## src/hw/rtl/slip_receive_deframer_macros.svh

```systemverilog
// Assertion helpers shared by the deframer modules.
`ifndef SLIP_RECEIVE_DEFRAMER_MACROS_SVH
`define SLIP_RECEIVE_DEFRAMER_MACROS_SVH

// Property checked on every rising edge outside reset.
`define SLD_ASSERT(lbl, prop, msg) \
    lbl: assert property (@(posedge i_clk) disable iff (!i_rst_n) (prop)) else $error(msg);

// Cause in one cycle, consequence in the next, checked outside reset.
`define SLD_ASSERT_NEXT(lbl, cause, effect, msg) \
    lbl: assert property (@(posedge i_clk) disable iff (!i_rst_n) \
        (cause) |=> (effect)) else $error(msg);

`endif

```

## src/hw/rtl/sld_pkg.sv

```systemverilog
package sld_pkg;

    localparam int MAX_LEN   = 2048;
    localparam int FILL_W    = 12;
    localparam int OFF_W     = 11;
    localparam int CFG_IDX_W = 2;

    localparam logic [7:0] SL_END     = 8'hC0;
    localparam logic [7:0] SL_ESC     = 8'hDB;
    localparam logic [7:0] SL_TEND    = 8'hDC;
    localparam logic [7:0] SL_TESC    = 8'hDD;
    localparam logic [7:0] ABORT_CHAR = 8'h1B;

    localparam logic [3:0] NIB_IP   = 4'h4;
    localparam logic [3:0] NIB_UTCP = 4'h7;

    localparam logic [32:0] ABORT_IDLE = 33'd1;
    localparam logic [32:0] ABORT_WIN  = 33'd8;
    localparam logic [1:0]  ABORT_CNT  = 2'd3;
    localparam logic [FILL_W-1:0] MIN_FRAME = FILL_W'(3);
    localparam logic [FILL_W-1:0] AUTO_MIN  = FILL_W'(40);

    typedef enum logic [2:0] {
        KIND_DATA   = 3'd0,
        KIND_ACCEPT = 3'd1,
        KIND_ERROR  = 3'd2,
        KIND_IGNORE = 3'd3,
        KIND_ABORT  = 3'd4
    } t_kind;

    typedef enum logic [1:0] {
        PT_IP    = 2'd0,
        PT_CTCP  = 2'd1,
        PT_UTCP  = 2'd2,
        PT_OTHER = 2'd3
    } t_ptype;

    typedef enum logic [CFG_IDX_W-1:0] {
        CFG_DEBUG_ABORT = 2'd0,
        CFG_COMPRESS    = 2'd1,
        CFG_AUTOCOMP    = 2'd2,
        CFG_IF_UP       = 2'd3
    } t_cfg_idx;

    typedef struct packed {
        logic debug_abort_enable;
        logic compress_enable;
        logic autocomp_enable;
        logic interface_up;
    } t_cfg;

    typedef struct packed {
        t_kind             kind;
        logic [7:0]        data_byte;
        logic [OFF_W-1:0]  byte_offset;
        logic [FILL_W-1:0] frame_length;
        t_ptype            packet_type;
    } t_result;

endpackage

```

## src/hw/rtl/sld_decode.sv

```systemverilog
`include "slip_receive_deframer_macros.svh"

module sld_decode (
    input  logic                         i_clk,
    input  logic                         i_rst_n,
    input  logic                         i_en,
    input  logic [7:0]                   i_rx_byte,
    input  logic                         i_line_fault,
    input  logic [31:0]                  i_now_seconds,
    input  sld_pkg::t_cfg                i_cfg,
    output logic                         o_res_valid,
    output sld_pkg::t_result             o_res
);

    logic [sld_pkg::FILL_W-1:0] r_fill, n_fill;
    logic                       r_esc, n_esc;
    logic                       r_err, n_err;
    logic [7:0]                 r_first, n_first;
    logic [1:0]                 r_cnt, n_cnt;
    logic [31:0]                r_start, n_start;
    logic [31:0]                r_last, n_last;
    logic                       r_learned, n_learned;

    logic [1:0]        cnt;
    logic              abort;
    logic [7:0]        c;
    logic              store;
    logic              close;
    logic              good;
    sld_pkg::t_ptype   ptype;

    always_comb begin
        n_fill      = r_fill;
        n_esc       = r_esc;
        n_err       = r_err;
        n_first     = r_first;
        n_cnt       = r_cnt;
        n_start     = r_start;
        n_last      = r_last;
        n_learned   = r_learned;
        o_res_valid = 1'b0;
        o_res       = '0;
        cnt         = r_cnt;
        abort       = 1'b0;
        c           = i_rx_byte;
        store       = 1'b0;
        close       = 1'b0;
        good        = 1'b0;

        if (r_fill == '0) begin
            ptype = sld_pkg::PT_OTHER;
        end else if (r_first[7:4] == sld_pkg::NIB_IP) begin
            ptype = sld_pkg::PT_IP;
        end else if (r_first[7]) begin
            ptype = sld_pkg::PT_CTCP;
        end else if (r_first[7:4] == sld_pkg::NIB_UTCP) begin
            ptype = sld_pkg::PT_UTCP;
        end else begin
            ptype = sld_pkg::PT_OTHER;
        end

        if (i_line_fault) begin
            n_err = 1'b1;
        end else begin
            if (i_cfg.debug_abort_enable) begin
                if (i_rx_byte == sld_pkg::ABORT_CHAR) begin
                    // Window and idle sums are taken one bit wider so they never wrap.
                    if (cnt != 2'd0 &&
                        {1'b0, i_now_seconds} >= {1'b0, r_start} + sld_pkg::ABORT_WIN) begin
                        cnt = 2'd0;
                    end
                    if ({1'b0, i_now_seconds} >= {1'b0, r_last} + sld_pkg::ABORT_IDLE) begin
                        cnt = cnt + 2'd1;
                        if (cnt == 2'd1) begin
                            n_start = i_now_seconds;
                        end
                        if (cnt == sld_pkg::ABORT_CNT) begin
                            cnt   = 2'd0;
                            abort = 1'b1;
                        end
                    end
                    n_cnt = cnt;
                end else begin
                    n_cnt = 2'd0;
                end
                // The aborting byte leaves the idle reference where it was.
                if (!abort) n_last = i_now_seconds;
            end

            if (abort) begin
                n_err             = 1'b0;
                n_fill            = '0;
                n_esc             = 1'b0;
                o_res_valid       = 1'b1;
                o_res.kind        = sld_pkg::KIND_ABORT;
            end else begin
                case (i_rx_byte)
                    sld_pkg::SL_TESC: begin
                        if (r_esc) c = sld_pkg::SL_ESC;
                        store = 1'b1;
                    end
                    sld_pkg::SL_TEND: begin
                        if (r_esc) c = sld_pkg::SL_END;
                        store = 1'b1;
                    end
                    sld_pkg::SL_ESC: begin
                        n_esc = 1'b1;
                    end
                    sld_pkg::SL_END: begin
                        close = 1'b1;
                    end
                    default: begin
                        store = 1'b1;
                    end
                endcase

                if (close) begin
                    o_res_valid        = 1'b1;
                    o_res.frame_length = r_fill;
                    o_res.packet_type  = ptype;
                    n_fill             = '0;
                    n_esc              = 1'b0;
                    if (r_err) begin
                        n_err      = 1'b0;
                        o_res.kind = sld_pkg::KIND_IGNORE;
                    end else if (r_fill < sld_pkg::MIN_FRAME) begin
                        o_res.kind = sld_pkg::KIND_IGNORE;
                    end else begin
                        if (ptype == sld_pkg::PT_IP) begin
                            good = 1'b1;
                        end else if (i_cfg.compress_enable || r_learned) begin
                            good = (ptype != sld_pkg::PT_OTHER);
                        end else if (i_cfg.autocomp_enable && ptype == sld_pkg::PT_UTCP &&
                                     r_fill >= sld_pkg::AUTO_MIN) begin
                            good      = 1'b1;
                            n_learned = 1'b1;
                        end
                        if (!good) begin
                            o_res.kind = sld_pkg::KIND_ERROR;
                        end else if (!i_cfg.interface_up) begin
                            o_res.kind = sld_pkg::KIND_IGNORE;
                        end else begin
                            o_res.kind = sld_pkg::KIND_ACCEPT;
                        end
                    end
                end else if (store) begin
                    o_res_valid = 1'b1;
                    n_esc       = 1'b0;
                    if (r_fill < sld_pkg::FILL_W'(sld_pkg::MAX_LEN)) begin
                        if (r_fill == '0) n_first = c;
                        n_fill            = r_fill + sld_pkg::FILL_W'(1);
                        o_res.kind        = sld_pkg::KIND_DATA;
                        o_res.data_byte   = c;
                        o_res.byte_offset = r_fill[sld_pkg::OFF_W-1:0];
                    end else begin
                        // Overflow: drop what is stored and flag the frame so that its end is ignored.
                        n_err              = 1'b1;
                        n_fill             = '0;
                        o_res.kind         = sld_pkg::KIND_ERROR;
                        o_res.frame_length = sld_pkg::FILL_W'(sld_pkg::MAX_LEN);
                        o_res.packet_type  = sld_pkg::PT_OTHER;
                    end
                end
            end
        end
    end

    always_ff @(posedge i_clk) begin
        if (!i_rst_n) begin
            r_fill    <= '0;
            r_esc     <= 1'b0;
            r_err     <= 1'b0;
            r_first   <= '0;
            r_cnt     <= '0;
            r_start   <= '0;
            r_last    <= '0;
            r_learned <= 1'b0;
        end else if (i_en) begin
            r_fill    <= n_fill;
            r_esc     <= n_esc;
            r_err     <= n_err;
            r_first   <= n_first;
            r_cnt     <= n_cnt;
            r_start   <= n_start;
            r_last    <= n_last;
            r_learned <= n_learned;
        end
    end

    `SLD_ASSERT(a_fill_bound, r_fill <= sld_pkg::FILL_W'(sld_pkg::MAX_LEN), "fill count beyond buffer size")
    `SLD_ASSERT(a_abort_cnt, r_cnt != sld_pkg::ABORT_CNT, "abort count reached limit without abort")
    `SLD_ASSERT_NEXT(a_close_empties, i_en && o_res_valid && o_res.kind != sld_pkg::KIND_DATA, r_fill == '0 && !r_esc, "frame not restarted after frame result")

endmodule

```

## src/hw/rtl/sld_out_reg.sv

```systemverilog
module sld_out_reg (
    input  logic             i_clk,
    input  logic             i_rst_n,
    input  logic             i_load,
    input  sld_pkg::t_result i_res,
    input  logic             i_ready,
    output logic             o_free,
    output logic             o_valid,
    output sld_pkg::t_result o_res
);

    logic             r_valid;
    sld_pkg::t_result r_res;

    // The slot can take a new result when empty or when it is drained this cycle.
    assign o_free  = !r_valid || i_ready;
    assign o_valid = r_valid;
    assign o_res   = r_res;

    always_ff @(posedge i_clk) begin
        if (!i_rst_n) begin
            r_valid <= 1'b0;
        end else if (i_load) begin
            r_valid <= 1'b1;
        end else if (i_ready) begin
            r_valid <= 1'b0;
        end
    end

    always_ff @(posedge i_clk) begin
        if (i_load) begin
            r_res <= i_res;
        end
    end

endmodule

```

## src/hw/rtl/slip_receive_deframer.sv

```systemverilog
// SLIP receive deframer: takes one serial byte per cycle on the input channel and gives at
// most one result per byte (a decoded data byte, a frame verdict or a debug abort) on the
// output channel. A sustained rate of one byte per clock is kept as long as results are taken;
// each accepted byte is held in the input register, and the single decode pass writes its result
// into the output register, where it is presented; while that register has no room the byte waits.
// Escape bytes and fault bytes produce no result. Configuration writes take effect on the next
// edge and are to be made only while no byte is in flight.
`include "slip_receive_deframer_macros.svh"

module slip_receive_deframer (
    input  logic                                i_clk,
    input  logic                                i_rst_n,
    input  logic                                i_in_valid,
    output logic                                o_in_ready,
    input  logic [7:0]                          i_rx_byte,
    input  logic                                i_line_fault,
    input  logic [31:0]                         i_now_seconds,
    output logic                                o_out_valid,
    input  logic                                i_out_ready,
    output logic [2:0]                          o_kind,
    output logic [7:0]                          o_data_byte,
    output logic [sld_pkg::OFF_W-1:0]           o_byte_offset,
    output logic [sld_pkg::FILL_W-1:0]          o_frame_length,
    output logic [1:0]                          o_packet_type,
    input  logic                                i_cfg_wr_en,
    input  logic [sld_pkg::CFG_IDX_W-1:0]       i_cfg_index,
    input  logic                                i_cfg_data
);

    sld_pkg::t_cfg    r_cfg;
    logic             r_in_valid;
    logic [7:0]       r_byte;
    logic             r_fault;
    logic [31:0]      r_now;

    logic             proc;
    logic             out_free;
    logic             res_valid;
    sld_pkg::t_result res;
    sld_pkg::t_result out_res;

    always_ff @(posedge i_clk) begin
        if (!i_rst_n) begin
            r_cfg.debug_abort_enable <= 1'b0;
            r_cfg.compress_enable    <= 1'b0;
            r_cfg.autocomp_enable    <= 1'b1;
            r_cfg.interface_up       <= 1'b1;
        end else if (i_cfg_wr_en) begin
            case (sld_pkg::t_cfg_idx'(i_cfg_index))
                sld_pkg::CFG_DEBUG_ABORT: r_cfg.debug_abort_enable <= i_cfg_data;
                sld_pkg::CFG_COMPRESS:    r_cfg.compress_enable    <= i_cfg_data;
                sld_pkg::CFG_AUTOCOMP:    r_cfg.autocomp_enable    <= i_cfg_data;
                sld_pkg::CFG_IF_UP:       r_cfg.interface_up       <= i_cfg_data;
                default: begin
                end
            endcase
        end
    end

    // The held byte is decoded once the output register has room for its result.
    assign proc       = r_in_valid && out_free;
    assign o_in_ready = !r_in_valid || proc;

    always_ff @(posedge i_clk) begin
        if (!i_rst_n) begin
            r_in_valid <= 1'b0;
        end else if (i_in_valid && o_in_ready) begin
            r_in_valid <= 1'b1;
        end else if (proc) begin
            r_in_valid <= 1'b0;
        end
    end

    always_ff @(posedge i_clk) begin
        if (i_in_valid && o_in_ready) begin
            r_byte  <= i_rx_byte;
            r_fault <= i_line_fault;
            r_now   <= i_now_seconds;
        end
    end

    sld_decode u_decode (
        .i_clk         (i_clk),
        .i_rst_n       (i_rst_n),
        .i_en          (proc),
        .i_rx_byte     (r_byte),
        .i_line_fault  (r_fault),
        .i_now_seconds (r_now),
        .i_cfg         (r_cfg),
        .o_res_valid   (res_valid),
        .o_res         (res)
    );

    sld_out_reg u_out_reg (
        .i_clk   (i_clk),
        .i_rst_n (i_rst_n),
        .i_load  (proc && res_valid),
        .i_res   (res),
        .i_ready (i_out_ready),
        .o_free  (out_free),
        .o_valid (o_out_valid),
        .o_res   (out_res)
    );

    assign o_kind         = out_res.kind;
    assign o_data_byte    = out_res.data_byte;
    assign o_byte_offset  = out_res.byte_offset;
    assign o_frame_length = out_res.frame_length;
    assign o_packet_type  = out_res.packet_type;

    `SLD_ASSERT_NEXT(a_in_hold, r_in_valid && !proc, r_in_valid && $stable(r_byte) && $stable(r_now), "held byte lost before decode")
    `SLD_ASSERT_NEXT(a_out_load, proc && res_valid, o_out_valid, "decoded result not presented")
    `SLD_ASSERT(a_no_clobber, !(proc && res_valid && o_out_valid && !i_out_ready), "pending result overwritten")

endmodule
```

## config.mk

```make
export PLATFORM = sky130hd
export DESIGN_NAME = slip_receive_deframer
export DESIGN_NICKNAME = d
export VERILOG_FILES = /design/src/hw/rtl/sld_pkg.sv /design/src/hw/rtl/sld_decode.sv /design/src/hw/rtl/sld_out_reg.sv /design/src/hw/rtl/slip_receive_deframer.sv
export VERILOG_INCLUDE_DIRS = /design/src /design/src/hw/rtl
export SDC_FILE = /design/constraint.sdc
export NUM_CORES = 1
export LEC_CHECK = 0
export BUFFER_PORTS_ARGS = -buffer_cell sky130_fd_sc_hd__buf_2
export CORE_UTILIZATION = 45
export DETAILED_ROUTE_END_ITERATION = 10
export PLACE_DENSITY_LB_ADDON = 0.15
export SYNTH_ARGS = -nofsm -noshare
export SYNTH_HDL_FRONTEND = slang
export SYNTH_SLANG_ARGS = --single-unit
```

## constraint.sdc

```tcl
create_clock -name i_clk -period 4.75 [get_ports i_clk]
set_clock_uncertainty 0.1 [all_clocks]
set_input_delay 0.7125 -clock i_clk [delete_from_list [all_inputs] [get_ports i_clk]]
set_output_delay 0.7125 -clock i_clk [all_outputs]
set_load 0.02 [all_outputs]
```

==> reports/metrics.yaml, run 1 <==
end_kind: "flip-flop"
num_rows: 52
p_leak_nw: 3.80
hold_viol: 0
die_area_sq_um: 21100
synth-warning-count: 0
post_cts_buffers: 0
post-route-min-period_ps: 4360
firstDrtPassIters: 5
criticalPathCategory: "flip-flop to flip-flop"
drt_iter0_markers: 374
tightest_slew_ps: 1040
synth-main-ff-cell: "dfxtp_1"
grt_max_degree: 72
area_growth_pct: 14.0
synth_common_cells: "nand2_1 (140), dfxtp_1 (91), edfxtp_1 (77), mux2i_1 (72), ha_1 (68)"
start_util_pct: 45.8
period_share_pct: 91.9
grtUsageTotal_pct: 19.4
grt_pass1_wl_um: 32200
critPathLaunch: "u_decode.r_start[3]$_SDFFE_PN0P_"
io_buffers: 86
path_clk_slew_ps: 70
outcome: "finished clean"
fmax_ghz: 0.229
hpwl_um: 14300
cts.sinks: 168
wl_per_cell_um: 15.4
wl_met3_um: 841
worstPathMaxFanout: 10
synth_top_area_share_pct: 25.0
synth.area.top_cells: "edfxtp_1 (25%), dfxtp_1 (20%), ha_1 (9.2%)"
syn_inst: 912
cp.required_ps: 4950
ant_nets: 0
fin_nets: 1120
timing.rr.end: "u_out_reg.o_res[27]$_SDFFCE_PP0P_"
antenna_found_initial: 0
yosysMostFrequentCell: "nand2_1"
num_vias: 6845
syn_area_per_cell_sq_um: 10.1
ios: 87
crit_path_end: "u_out_reg.o_res[27]$_SDFFCE_PP0P_"
finalHoldWorstSlack_ps: 351
startpoint_type: "flip-flop"
diodes: 0
core_sq_um: 20200
hold_class: "input pin to flip-flop"
wl_met2_um: 8790
wirelength_um: 19700
rr_worst_depth: 17
powerDensity_nw_per_um2: 296
syn_nets: 1029
drive_gt1_share_pct: 14.5
gp_congestion: 0.873
htreeDepth: 4
cts_tree: "yes"
placed_cells: 1254
maxUsedRoutingLayer: "met4"
syn_area_sq_um: 9240
grt_pass1_vias: 6233
instances_no_fill: 1286
viasPerCell: 5.32
overflow: 0
met1_length_um: 9910
synth-seq-cells: 168
drc: 0
yosysTopAreaCell: "edfxtp_1"
rr_startpoint: "u_decode.r_start[3]$_SDFFE_PN0P_"
cts-root-buf: "clkbuf_16"
r2r_setup_slack_ps: 390
rsz0062_at_grt: "false"
synthArstFlopShare_pct: 0
clockBufferDepth: 2
drv_slew: 0
cts_made_buffers: 17
die_x_um: 145
clk-insertion-delay-late_ps: 430
critPathArrivalTime_ps: 4570
worst_ir_drop_vdd_mv: 0.245
relSlewSlack_pct: 30.3
die_h_um: 145
ys_types: 63
synth-edff-count: 77
setup_viol: 0
maxCapViolations: 0
yosysSeqAreaShare_pct: 44.7
worst min-delay path by stage:
stage                                     start                                to  depth (start not counted)
5_1_grt                       i_now_seconds[13]               r_now[13]$_DFFE_PP_                          1
3_5_place_dp   u_decode.r_first[7]$_SDFFE_PN0P_  u_decode.r_first[7]$_SDFFE_PN0P_                          2
6_report                      i_now_seconds[18]               r_now[18]$_DFFE_PP_                          1
2_1_floorplan  u_decode.r_first[7]$_SDFFE_PN0P_  u_decode.r_first[7]$_SDFFE_PN0P_                          2
3_3_place_gp   u_decode.r_first[7]$_SDFFE_PN0P_  u_decode.r_first[7]$_SDFFE_PN0P_                          2
4_1_cts                       i_now_seconds[14]               r_now[14]$_DFFE_PP_                          1
final cells by class:
type / count / area, sq um
Fill cell: 1909 / 9640
Multi-Input combinational cell: 698 / 4870
Sequential cell: 168 / 4130
Timing Repair Buffer: 98 / 548
Clock buffer: 21 / 440
Tap cell: 270 / 338
Clock inverter: 11 / 125
Inverter: 20 / 75.1
through the flow:
step	setup TNS (ps)	util (%)	instance area, sq um	setup WS, ps	power (mW)
4_1_cts	0	52.2	10500	26.4	3.16
2_1_floorplan	0	-	9240	981	1.73
3_5_place_dp	-777	49.3	9950	-99.9	1.80
6_report	0	52.2	10500	387	3.12
5_1_grt	0	52.2	10500	48.5	3.25
3_3_place_gp	-527	49.3	9950	-70.7	1.80
cells by family (layout without fill, tap and decap cells):
kind of cell | count (synthesis) | in the layout | synth area share (%)
buf+inv | 46 | 150 | 2.84
mux | 72 | 72 | 7.80
xor+xnor | 61 | 61 | 5.78
fa+ha+maj | 68 | 68 | 9.21
simple gates | 402 | 402 | 23.0
compound gates | 95 | 95 | 6.61
flops | 168 | 168 | 44.7
layer usage:
metal	track usage, %	vias up
li1	-	3475
met1	27.4	3193
met2	29.4	158
met3	4.09	19
met4	6.32	0
met5	0	-
state kept, by name, summed over array words and instances, names as in the netlist, 2 cells and up:
register,count
r_now,32
u_decode.r_cnt,2
r_byte,8
u_decode.r_start,32
u_out_reg.o_res,36
u_decode.r_fill,12
u_decode.r_first,4
r_cfg,4
u_decode.r_last,32
worst max-delay path, cell delays in order (launching register included):
cell	delay (ps)
dfxtp_1	400
ha_1	240
nand3_1	170
nor2_1	200
nand2_1	220
nor2_1	260
nand3_1	120
xor2_1	160
ha_1	320
nand4_2	150
nor4_2	390
nand2_1	130
a31oi_2	270
nor3_4	80
o2111a_2	370
nor3_4	280
buf_4	210
and3_1	160
placed cells by master, fill, tap and decap left out, drive strengths merged, types with 29 or more instances in the layout:
cell    instances
nand2         140
buf            98
dfxtp          91
edfxtp         77
mux2i          72
ha             68
nand3          45
nor2           45
nor2b          41
xor2           41
nand4          30
a21oi          29
report_power, final:
| part | switching [mW] | leakage, nW | internal, mW | total [mW] |
|---|---|---|---|---|
| combinational | 0.112 | 2.03 | 0.0789 | 0.191 |
| clock | 0.575 | 0.272 | 0.776 | 1.35 |
| sequential | 0.0344 | 1.50 | 1.55 | 1.58 |
| total | 0.722 | 3.80 | 2.40 | 3.12 |
repair_timing:
action	CTS	global route
hold buffers	0	0
endpoints found under the setup margin	10	59
gates resized for setup	1	3
Note: power is estimated with default switching activity, not from simulation.
==> inputs of run 2 (changes only) <==
==> constraint.sdc (replaced) <==
create_clock -name i_clk -period 4.75 [get_ports i_clk]
set_clock_uncertainty 0.1 [all_clocks]
set_input_delay 0.475 -clock i_clk [delete_from_list [all_inputs] [get_ports i_clk]]
set_output_delay 0.475 -clock i_clk [all_outputs]
set_load 0.02 [all_outputs]
==> run 2 against run 1 <==
  * Maximum frequency is 1.6% lower
  * Utilization is 0.31 points higher
  * Sequential share of layout area is 0.23 points lower
==> reports/metrics.yaml, run 2 (synthesized netlist as in run 1, its figures left out) <==
cp_slowest_cell: "nor4_2"
drive_gt1_share_pct: 15.0  # +0.49 points
setup_tns_ps: 0  # unchanged
clockBufferDepth: 2  # unchanged
wl_per_cell_um: 15.4  # +0.50%
clk-insertion-delay-late_ps: 430  # about the same
maxCapViolations: 0  # unchanged
wirelength_um: 19800  # +0.50%
crit_buf_inv: 1  # unchanged
die_x_um: 145  # unchanged
cts_tree: "yes"
ios: 87  # unchanged
outcome: "finished clean"
start_util_pct: 45.8  # unchanged
cts.sinks: 168  # unchanged
viasPerCell: 5.28  # -0.89%
critPathArrivalTime_ps: 4630  # +60 ps
worst_ir_drop_vdd_mv: 0.226  # -7.6%
cts_made_buffers: 17  # unchanged
ant_nets: 0  # unchanged
startpoint_type: "flip-flop"
hpwl_um: 14500  # +1.6%
setup_ws_ps: 314  # -72.2 ps
setup_viol: 0  # unchanged
num_vias: 6784  # -0.89%
crit_path_cell_trace: "ha_1 -> nand3_1 -> nor2_1 -> nand2_1 -> nor2_2 -> nand3_1 -> xor2_1 -> ha_1 -> nand4_2 -> nor4_2 -> nand2_1 -> a31oi_2 -> nor3_4 -> o2111a_2 -> nor3_4 -> buf_4 -> and3_1"
antenna_found_initial: 0  # unchanged
hold_viol: 0  # unchanged
max_stage_delay_ps: 410  # about the same
largest_register_ffs: 36  # unchanged
cp.required_ps: 4950  # about the same
tightest_slew_ps: 822  # -221 ps
drt_iter0_markers: 428  # +14%
relSlewSlack_pct: 45.2  # +15 points
htreeDepth: 4  # unchanged
die_h_um: 145  # unchanged
grt_pass1_vias: 6563  # +5.3%
path_clk_slew_ps: 70  # about the same
io_buffers: 86  # unchanged
core_sq_um: 20200  # unchanged
fmax_ghz: 0.225  # -1.6%
placement.setup.worst_slack_ps: -47.5  # +52.3 ps
die_area_sq_um: 21100  # unchanged
p_leak_nw: 3.83  # +0.88%
rsz0062_at_grt: "false"
area_growth_pct: 14.6
worstPathMaxFanout: 10  # unchanged
grt_pass1_wl_um: 33100  # +2.5%
diodes: 0  # unchanged
post-route-min-period_ps: 4440  # +72.2 ps
drc: 0  # unchanged
fin_nets: 1120  # unchanged
cts-root-buf: "clkbuf_16"
overflow: 0  # unchanged
hold_class: "input pin to flip-flop"
grtUsageTotal_pct: 19.6  # +0.26 points
end_kind: "flip-flop"
crit_family: "simple AND/OR/NAND/NOR gates"
layout_commonest_cell: "nand2_1"
num_rows: 52  # unchanged
period_share_pct: 93.4  # +1.5 points
criticalPathCategory: "flip-flop to flip-flop"
powerDensity_nw_per_um2: 306  # +3.1%
grt_max_degree: 85  # +18%
drv_slew: 0  # unchanged
firstDrtPassIters: 4  # -1
final_cell_mix: "nand2_1 (140), dfxtp_1 (91), buf_2 (85)"
gp_congestion: 0.877  # +0.35%
## run 2: changes by cell type in the layout (fill, tap and decap cells not counted), sizes merged
| cell | change |
|---|---|
| bufinv | +1 |
| clkbuf | -3 |
| clkinvlp | -1 |
| inv | +3 |
## run 2: per-layer routing
metal | GRT usage, % | vias to the layer above | part of all wire (%)
met5 | 0 | - | 0
met4 | 5.79 | 0 | 0.80
met3 | 3.77 | 13 | 4.2
met2 | 30.8 | 151 | 44
met1 | 27.4 | 3133 | 51
li1 | - | 3487 | -
## run 2: final timing paths
check / depth (start not counted) / endpoint / from / slack, ps
setup reg to reg: 17 / u_out_reg.o_res[27]$_SDFFCE_PP0P_ / u_decode.r_start[3]$_SDFFE_PN0P_ / 310
hold reg to reg: 2 / u_decode.r_first[7]$_SDFFE_PN0P_ / u_decode.r_first[7]$_SDFFE_PN0P_ / 380
hold / removal: 1 / r_now[11]$_DFFE_PP_ / i_now_seconds[11] / 110
setup / recovery: 17 / u_out_reg.o_res[27]$_SDFFCE_PP0P_ / u_decode.r_start[3]$_SDFFE_PN0P_ / 310
## run 2: worst reg2reg max path, delay by kind of cell, from the launching register on
family / cells / cell delay (ps)
xor gates and xnor gates: 1 / 180
DFF: 1 / 400
adders and majority gates: 2 / 570
AOI/OAI and AO/OA: 2 / 640
and+or+nand+nor: 11 / 2190
buffers and inverters: 1 / 210
## run 2: stage by stage
step	utilization (%)	cells	cell area [sq um]	hold slack, ps	total power, mW
after floorplan	-	912	9240	344	1.73
after global placement	49.3	1254	9950	359	1.80
after detailed placement	49.3	1254	9950	370	1.80
after CTS	52.5	1286	10600	98.7	3.28
after global routing	52.5	1286	10600	94.0	3.36
final	52.5	1286	10600	113	3.24
## run 2: report_power, final
part	switching (mW)	internal (mW)
clock	0.611	0.856
combinational	0.112	0.0792
sequential	0.0340	1.55
## run 2: what timing repair did
item,in CTS,in global routing
hold buffers,0,0
buffers inserted,0,0
gates resized for setup,1,4
endpoints found under the hold margin,0,0
endpoints found under the setup margin,10,60
## run 2: layout make-up
class                      count  area [sq um]
fill                        1868          9570
clock buffer                  18           439
tap                          270           338
sequential                   168          4130
inverter                      20          75.1
clock inverter                14           186
multi-input combinational    698          4870
timing repair buffer          98           548
